<file path="src/sv/event_sort_queue_top_macros.svh">
// assertion macros for the event sort queue
`ifndef EVENT_SORT_QUEUE_TOP_MACROS_SVH
`define EVENT_SORT_QUEUE_TOP_MACROS_SVH

// same-cycle implication
`define ESQ_ASSERT_NOW(lbl, clk, rst_n, ante, cons, msg) \
    lbl: assert property (@(posedge clk) disable iff (!rst_n) (ante) |-> (cons)) \
        else $error(msg);

// next-cycle implication
`define ESQ_ASSERT_NEXT(lbl, clk, rst_n, ante, cons, msg) \
    lbl: assert property (@(posedge clk) disable iff (!rst_n) (ante) |=> (cons)) \
        else $error(msg);

`endif

</file>
<file path="src/sv/esq_pkg.sv">
// shared types and constants for the event sort queue
package esq_pkg;

    localparam int TIME_W  = 64;
    localparam int LEVEL_W = 8;
    localparam int TAG_W   = 16;
    localparam int LIMIT_W = 7;
    localparam logic [LIMIT_W-1:0] LIMIT_RESET = 7'd64;

    typedef struct packed {
        logic [TIME_W-1:0]  start_time;
        logic [TIME_W-1:0]  end_time;
        logic [LEVEL_W-1:0] nest_level;
        logic [TAG_W-1:0]   item_tag;
    } t_entry;

    typedef enum logic [2:0] {
        ST_IDLE,
        ST_CMP,
        ST_PLACE,
        ST_EMIT
    } t_state;

endpackage

</file>
<file path="src/sv/esq_cmp.sv">
// key comparator: new event goes before a stored one
module esq_cmp (
    input  esq_pkg::t_entry i_new,
    input  esq_pkg::t_entry i_old,
    output logic            o_before
);

    logic lt_start;
    logic eq_start;

    assign lt_start = i_new.start_time < i_old.start_time;
    assign eq_start = i_new.start_time == i_old.start_time;
    assign o_before = lt_start || (eq_start && (i_new.nest_level > i_old.nest_level));

endmodule

</file>
<file path="config.mk">
export PLATFORM = sky130hd
export DESIGN_NAME = esq_cmp
export DESIGN_NICKNAME = d
export VERILOG_FILES = /design/src/sv/event_sort_queue_top_macros.svh /design/src/sv/esq_pkg.sv /design/src/sv/esq_cmp.sv
export SDC_FILE = /design/constraint.sdc
export NUM_CORES = 1
export LEC_CHECK = 0
export BUFFER_PORTS_ARGS = -buffer_cell sky130_fd_sc_hd__buf_2
export CAP_MARGIN = 20
export CORE_AREA = 8 8 112 114
export DETAILED_ROUTE_END_ITERATION = 7
export DIE_AREA = 0 0 120 122
export PLACE_DENSITY = 0.6
export SLEW_MARGIN = 0
export SYNTH_ARGS = -nofsm -noshare
export SYNTH_HDL_FRONTEND = slang
export SYNTH_SLANG_ARGS = --single-unit
</file>
<file path="constraint.sdc">
create_clock -name vclk -period 2.6
set_input_delay 0.52 -clock vclk [all_inputs]
set_output_delay 0.52 -clock vclk [all_outputs]
set_load 0.1 [all_outputs]
</file>
-- Yosys cells after proc, flatten, opt, wreduce, memory -nomap -nowiden
Index checks and enable logic that the tools add are counted.
- $lt $le $gt $ge: 2
- equality and inequality tests: 1
- reductions and logical operators: 2
- operator list (cell ; number):
    64-bit == test ; 1
    64-bit less-than comparator ; 1
    8-bit > comparator ; 1
    1-bit logical AND ; 1
    1-bit logical OR ; 1
- register bits: 0
- input bits: 304
- output and inout port bits: 1
- logic and storage cells: 5

-- Logic depth before layout (Yosys ltp)
Gate-level depths: netlist (run 1).
- depth in word-level cells: 3
- mapped depth: 8
- gate-level depth less buffers: 8

-- Worst setup path before layout (run 1)
Ideal clock, no wire load.
- kind: in2out
- start point: input i_old[95] in the netlist's numbering
- end point: output o_before
- data arrival time: 2.716 ns
- data required time: 2.080 ns
- path slack: -0.636 ns
- stages: 8
- path buffers: 0
- cells stage by stage: inv_1 > ha_1 > a21oi_2 > o21ai_1 > a221oi_2 > or3b_1 > a2111oi_1 > a31o_1
- cells in the longest elaborated chain, start to end: 3
- elaborated cells between the ends (all ways): 4
- classes of those cells: order compare (1); eq/ne (1); reduce/logical (2)
- ends and longest elaborated chain (element ; RTL line ; text):
    start: declaration ; esq_cmp.sv:4 ; input esq_pkg::t_entry i_old,
    parallel branches: the longest is 2 deep, another holds 64-bit less-than comparator ; n/a ;
    1-bit logical OR * ; esq_cmp.sv:13 ; assign o_before = lt_start || (eq_start && (i_new.nest_level > i_old.nest_level));
    end: declaration ; esq_cmp.sv:5 ; output logic o_before
Every way passes the cells marked *.

-- Worst setup path in the final report (run 1)
Same ends and word-level chain as after synthesis.

==> flow_summary.yaml, run 1 <==
min_path:
  hp-class: "in2out"
pwr:
  power_uw: 534
  power_density_nw_per_um2: 150
  p_leak_nw: 1.93
  peakVddDrop_uv: 58.5
die:
  floorplan.die.height_um: 122
  initial_core_util: 0.170
  chipWidth_um: 120
  ioPinCount: 305
  rows: 38
  die_area_um2: 14600
  core-area_um2: 10700
logic_synthesis:
  synthAdderAreaFrac: 0.495
  netlist_instances: 256
  yosys.area.top_type: "ha_1"
  yosys_warnings: 0
  netlist_area_um2: 1820
  synth-compound-area-share: 0.198
  synthMuxAreaShare: 0
  synth_xor_area_frac: 0
  synth_nets: 632
  synth_top_cell_area_share: 0.495
  avgSynthCellArea_um2: 7.12
  synthTopCellsByArea: "ha_1 (49%), inv_1 (15%), a21oi_1 (6.3%)"
  synth_top_family_by_area: "adder cells"
  synth_cell_type_count: 30
  synth-simple-area-share: 0.155
  synth-seq-area-share: 0
setup_path:
  worstPathArrival_ns: 2.42
  crit_type: "in2out"
  cp.required_ns: 2.08
  end_kind: "output port"
  critPathMaxFanout: 2
  worstSetupStartpointType: "primary input"
finish:
  fin_nets: 807
  finish.utilization: 0.334
  drive_above_1_share: 0.569
  fillCellCount: 1118
  seq_cells: 0
  regArea_um2: 0
  multi_input_area_um2: 2000
  layout_commonest_cell: "buf_2"
  final_area_um2: 3570
  synthToLayoutAreaGrowth_pct: 95.9
  clock_buffers: 0
  n_antenna_cell: 0
  final_cell_mix: "buf_2 (122), inv_1 (49), ha_1 (42)"
timing:
  min_period_over_period: 1.13
  report.final.slew_viol_count: 0
  final_hold_viol_count: 0
  min_period_ns: 2.94
  fmax_mhz: 340
  slew_headroom: 0.755
  setup_slack_ns: -0.341
  rsz0062_at_grt: "yes"
  setup_tns_ns: -0.341
  setup_violations: 1
  worstMarginPinSlew_ns: 0.365
detailed_routing:
  drtIter0Drc: 28
  avgRoutedWirePerCell_um: 13.7
  detail-route-antenna-nets: 0
  num_vias: 2370
  first_pass_iters: 4
  drcViolationCount: 0
  viasPerCell: 4.17
  routed_wl_mm: 7.78
place:
  hpwlAfterDp_mm: 6.98
  finalWeightedCongestion: 0.752
  dpl_cell_area_um2: 3080
  place.port_buffers: 145
global_routing:
  grt.overflow.total: 0
  grt_usage: 0.100
  grt_pass1_vias: 2762
  antenna_found_initial: 2
  grt_max_degree: 4
  grt_first_pass_wirelength_mm: 12.4
clocking:
  hold_buffers: 0
flow_run:
  maxCapViolCount: 0
outcome:
  violations: "setup timing"
  outcome: "finished, violations left"
==> area by class of cell <==
class              count  area share
multi-input cells    182       0.560
well taps            140      0.0491
inverters             74      0.0856
repair buffers       173       0.305
==> Yosys cell counts, types with 2 or more instances <==
master and number:
a211oi_1 2, a21boi_0 2, a21o_1 7, a21oi_1 23
a21oi_2 2, a221oi_1 3, and4_1 3, ha_1 72
inv_1 74, nand2_1 16, nand3_1 5, nand4_1 12
nor2_1 6, nor2b_1 2, nor4_1 3, o21ai_0 10
==> timing repair <==
item | 4_1_cts | 5_1_grt
buffers inserted | 4 | 1
cloned | 0 | 0
setup endpoints to repair | 1 | 1
gates resized for setup | 49 | 26
pin swaps | 22 | 16
==> report_power, final <==
group	total, mW	switching, mW	leakage (nW)	internal, mW
combinational	0.534	0.240	1.93	0.295
sequential	0	0	0	0
clock	0	0	0	0
total	0.534	0.240	1.93	0.295
==> per-stage QoR <==
step / setup slack (ns) / hold WS, ns / cells
global placement: -0.523 / 1.77 / 564
floorplan: -0.169 / 1.64 / 256
CTS: -0.374 / 1.76 / 568
detailed placement: -0.537 / 1.76 / 564
finish: -0.341 / 1.74 / 569
global route: -0.460 / 1.81 / 569
==> layer usage <==
metal | share of wire | global-route usage
met5 | 0.0035 | 0
met4 | 0.012 | 0.00546
met3 | 0.072 | 0.0264
met2 | 0.52 | 0.198
met1 | 0.39 | 0.108
==> path summary, 6_finish.rpt <==
kind,start,to,depth (start not counted)
hold / removal,i_new[23],o_before,6
setup / recovery,i_old[95],o_before,10
==> logic make-up after synthesis <==
family	Yosys count
AND/OR/NAND/NOR	53
adder cells (fa/ha/maj)	72
AO/OA/AOI/OAI	57
buffers and inverters	74
==> worst max-delay path: stages <==
cell and delay [ns]:
buf_6 0.09, inv_4 0.05, ha_4 0.20, a21oi_2 0.13, o21ai_2 0.07, a221oi_2 0.26, or3b_4 0.43, a2111oi_4 0.32
a31o_4 0.15, buf_12 0.16
Note: power is estimated with default switching activity, not from simulation.
==> run 2: changes to the inputs <==
--- a/config.mk
+++ b/config.mk
@@ -7,10 +7,10 @@
 export LEC_CHECK = 0
 export BUFFER_PORTS_ARGS = -buffer_cell sky130_fd_sc_hd__buf_2
 export CAP_MARGIN = 20
-export CORE_AREA = 8 8 112 114
+export CORE_AREA = 8 8 113 115
 export DETAILED_ROUTE_END_ITERATION = 7
-export DIE_AREA = 0 0 120 122
-export PLACE_DENSITY = 0.6
+export DIE_AREA = 0 0 121 123
+export PLACE_DENSITY = 0.57
 export SLEW_MARGIN = 0
 export SYNTH_ARGS = -nofsm -noshare
 export SYNTH_HDL_FRONTEND = slang
==> constraint.sdc (replaced) <==
create_clock -name vclk -period 2.9
set_input_delay 0.58 -clock vclk [all_inputs]
set_output_delay 0.58 -clock vclk [all_outputs]
set_load 0.1 [all_outputs]
==> run 2 against run 1 <==
The run still ends with setup timing left. First-iteration DRC count up 3.6%. Routed wire length down 12%. Design area fell by 10%. Worst setup slack improved by 0.21 ns. Final cell count decreased by 0.53%. Die area up 1.7%. Highest routed layer unchanged.
==> flow_summary.yaml, run 2 (same netlist as run 1, synthesis figures left out) <==
finish:
  drive_above_1_share: 0.496
  synthToLayoutAreaGrowth_pct: 75.8
  n_antenna_cell: 0
  fillCellCount: 1200
  final_area_um2: 3200
  clock_buffers: 0
  regArea_um2: 0
  final_cell_mix: "buf_2 (142), inv_1 (60), ha_1 (55)"
  finish.utilization: 0.289
  seq_cells: 0
  layout_commonest_cell: "buf_2"
  fin_nets: 801
  final_cell_count_no_fill: 566
pwr:
  power_uw: 417
  power_density_nw_per_um2: 130
  p_leak_nw: 1.86
  peakVddDrop_uv: 40.0
detailed_routing:
  wl_met2_mm: 3.40
  detail-route-antenna-nets: 0
  viasPerCell: 4.08
  drcViolationCount: 0
  first_pass_iters: 4
  highest_layer: "met5"
  num_vias: 2311
  m1WireLength_mm: 2.82
  routed_wl_mm: 6.87
  avgRoutedWirePerCell_um: 12.1
  drtIter0Drc: 29
  wl_met3_um: 612
place:
  hpwlAfterDp_mm: 6.51
  dpl_cell_area_um2: 3030
  dp.cells: 563
  finalWeightedCongestion: 0.754
  place.port_buffers: 145
  dp_slack_ns: -0.550
timing:
  min_period_ns: 3.04
  hold_ws_ns: 1.96
  slew_headroom: 0.735
  setup_slack_ns: -0.135
  fmax_mhz: 329
  setup_violations: 1
  final_hold_viol_count: 0
  report.final.slew_viol_count: 0
  min_period_over_period: 1.05
  worstMarginPinSlew_ns: 0.395
  setup_tns_ns: -0.135
  rsz0062_at_grt: "yes"
setup_path:
  worstSetupStartpointType: "primary input"
  crit_path_start: "i_new[131]"
  end_kind: "output port"
  critPathMaxFanout: 3
  worstPathArrival_ns: 2.46
  crit_type: "in2out"
  cp.required_ns: 2.32
min_path:
  worstHoldEndpoint: "o_before"
  min_from: "i_new[23]"
  hp-class: "in2out"
  worstHoldPathCells: 7
outcome:
  outcome: "finished, violations left"
  violations: "setup timing"
die:
  core-area_um2: 11100
  die_area_um2: 14900
  chipWidth_um: 121
  rows: 39
  floorplan.die.height_um: 123
  initial_core_util: 0.164
  ioPinCount: 305
clocking:
  hold_buffers: 0
flow_run:
  maxCapViolCount: 0
global_routing:
  grt_first_pass_wirelength_mm: 11.2
  grt.overflow.total: 0
  antenna_found_initial: 2
  grt_usage: 0.0877
  grt_pass1_vias: 2561
  grt_max_degree: 4
run 2: cell type report:
class,instances,area [µm²],area share
inverter,74,285,0.0891
multi-input combinational,182,1820,0.568
tap,143,179,0.0559
timing repair buffer,167,918,0.287
run 2: worst max-delay path, cell delays in order:
cell and delay (ns):
buf_2 0.11, ha_4 0.26, nand4_1 0.15, nor4_2 0.29
buf_4 0.17, nand4_1 0.14, nor2_1 0.14, buf_4 0.14
a2111oi_4 0.07, a31o_4 0.23, buf_12 0.16
run 2: what timing repair did:
action	in CTS	in global routing
setup endpoints to repair	1	1
pin swaps	16	0
resized for setup	22	5
setup buffers	3	0
gates cloned	0	0
run 2: metal layers:
layer,up-vias,GRT usage
met4,4,0
met1,992,0.100
met3,6,0.0247
met2,84,0.168
met5,-,0
li1,1225,-
run 2: how the worst max path moves through the flow:
stage	slack (ns)	to
2_1_floorplan	0.002	o_before
3_3_place_gp	-0.57	o_before
3_5_place_dp	-0.55	o_before
4_1_cts	-0.16	o_before
5_1_grt	-0.25	o_before
6_report	-0.14	o_before
run 2: report_power, final:
part	total (mW)	leakage, nW	internal, mW	switching [mW]
logic	0.417	1.86	0.225	0.191
clock network	0	0	0	0
registers	0	0	0	0
total	0.417	1.86	0.225	0.191
==> run 3: changes to the inputs <==
--- a/config.mk
+++ b/config.mk
@@ -11,6 +11,7 @@
 export DETAILED_ROUTE_END_ITERATION = 7
 export DIE_AREA = 0 0 121 123
 export PLACE_DENSITY = 0.57
+export REMOVE_ABC_BUFFERS = 1
 export SLEW_MARGIN = 0
 export SYNTH_ARGS = -nofsm -noshare
 export SYNTH_HDL_FRONTEND = slang
==> run 3 against run 2 <==
The run still ends with setup timing left. Die area unchanged. Global-route usage is 0.63 points lower. Highest routed layer unchanged. Clock-buffer cell count did not move. Maximum frequency is 2.3% lower. Critical path depth shrank 1. Worst setup slack got worse by 0.072 ns. Combinational power about the same.
==> flow_summary.yaml, run 3 (same netlist as run 1, synthesis figures left out) <==
setup_path:
  cp_num_cells: 10
  worstPathArrival_ns: 2.53
  crit_end: "o_before"
  crit_path_start: "i_old[95]"
  cp_slowest_stage_delay_ns: 0.43
  worst-path-buf-inv: 3
  critical_path.top_delay_family: "compound AO/OA/AOI/OAI gates"
  cp.required_ns: 2.32
  crit_type: "in2out"
  crit_slowest_cell: "or3b_4"
  worstSetupStartpointType: "primary input"
  end_kind: "output port"
  crit_chain: "buf_6 -> inv_4 -> ha_4 -> a21oi_4 -> o21ai_2 -> a221oi_2 -> or3b_4 -> a2111oi_4 -> a31o_1 -> buf_12"
  critPathMaxFanout: 2
timing:
  setup_violations: 1
  min_period_ns: 3.11
  setup_slack_ns: -0.207
  min_period_over_period: 1.07
  final_hold_viol_count: 0
  rsz0062_at_grt: "yes"
  fmax_mhz: 322
  slew_headroom: 0.729
  worstMarginPinSlew_ns: 0.403
  report.final.slew_viol_count: 0
place:
  place.port_buffers: 145
  dpl_cell_area_um2: 2860
  hpwlAfterDp_mm: 6.21
  dp_slack_ns: -0.494
  finalWeightedCongestion: 0.750
detailed_routing:
  detail-route-antenna-nets: 0
  viasPerCell: 4.08
  drcViolationCount: 0
  drtIter0Drc: 52
  num_vias: 2297
  routed_wl_mm: 6.94
  first_pass_iters: 4
  avgRoutedWirePerCell_um: 12.3
die:
  ioPinCount: 305
  chipWidth_um: 121
  initial_core_util: 0.164
  rows: 39
  core-area_um2: 11100
  die_area_um2: 14900
  floorplan.die.height_um: 123
pwr:
  power_density_nw_per_um2: 131
  peakVddDrop_uv: 72.5
  p_leak_nw: 1.85
  power_uw: 420
global_routing:
  grt_pass1_vias: 2560
  grt_first_pass_wirelength_mm: 10.5
  grt.overflow.total: 0
  grt_usage: 0.0814
  antenna_found_initial: 1
  grt_max_degree: 4
min_path:
  hp-class: "in2out"
finish:
  final_cell_mix: "buf_2 (142), inv_1 (62), ha_1 (53)"
  n_antenna_cell: 0
  clock_buffers: 0
  regArea_um2: 0
  fin_nets: 798
  seq_cells: 0
  multi_input_area_um2: 1840
  layout_commonest_cell: "buf_2"
  synthToLayoutAreaGrowth_pct: 75.5
  finish.utilization: 0.289
  drive_above_1_share: 0.493
  final_area_um2: 3200
  fillCellCount: 1197
outcome:
  violations: "setup timing"
  outcome: "finished, violations left"
flow_run:
  maxCapViolCount: 0
-- run 3: changes by cell type in the layout (fill, tap and decap cells not counted), moves of 2 or more --
cell | before | now
inv_1 | 60 | 62
a21oi_2 | 3 | 1
ha_1 | 55 | 53
ha_4 | 17 | 19
o21ai_1 | 2 | 0
inv_4 | 3 | 1
buf_4 | 22 | 19
-- run 3: cell type report --
| class | count | share of cell area |
|---|---|---|
| inverter | 74 | 0.0876 |
| timing repair buffer | 164 | 0.280 |
| multi-input combinational | 182 | 0.576 |
| tap | 143 | 0.0559 |
-- run 3: timing repair --
action	CTS	global route
resized for setup	30	17
pin swaps	9	13
setup endpoints to repair	1	1
endpoints found under the hold margin	0	0
hold buffers	0	0
buffers inserted	2	1
-- run 3: tightest hold or removal path, cell delays in order --
cell     delay [ns]
buf_2          0.08
ha_1           0.13
a21oi_1        0.04
o21ai_0        0.08
a31o_1         0.19
buf_12         0.18
-- run 3: metrics by stage --
step / cells / setup TNS (ns) / hold WS (ns)
detailed placement: 560 / -0.494 / 1.90
floorplan: 256 / -0.456 / 1.94
global route: 563 / -0.298 / 1.92
global placement: 560 / -0.480 / 1.88
CTS: 562 / -0.263 / 1.90
finish: 563 / -0.207 / 1.86
-- run 3: worst min path at each step --
| stage | start | endpoint | depth (start not counted) |
|---|---|---|---|
| 2_1_floorplan | i_new[151] | o_before | 5 |
| 3_3_place_gp | i_new[23] | o_before | 6 |
| 3_5_place_dp | i_new[23] | o_before | 6 |
| 4_1_cts | i_new[23] | o_before | 6 |
| 5_1_grt | i_new[23] | o_before | 6 |
| 6_report | i_new[23] | o_before | 6 |
-- run 3: layer usage --
layer	global-route usage	up-vias	wire length, µm
met2	0.161	82	3580
met3	0.0247	2	650
li1	-	1216	-
met4	0	2	2
met1	0.0873	995	2690
met5	0	-	13
-- run 3: report_power, final --
group          switching [mW]  internal, mW  leakage, nW
Sequential                  0             0            0
Clock                       0             0            0
Combinational           0.194         0.226         1.85
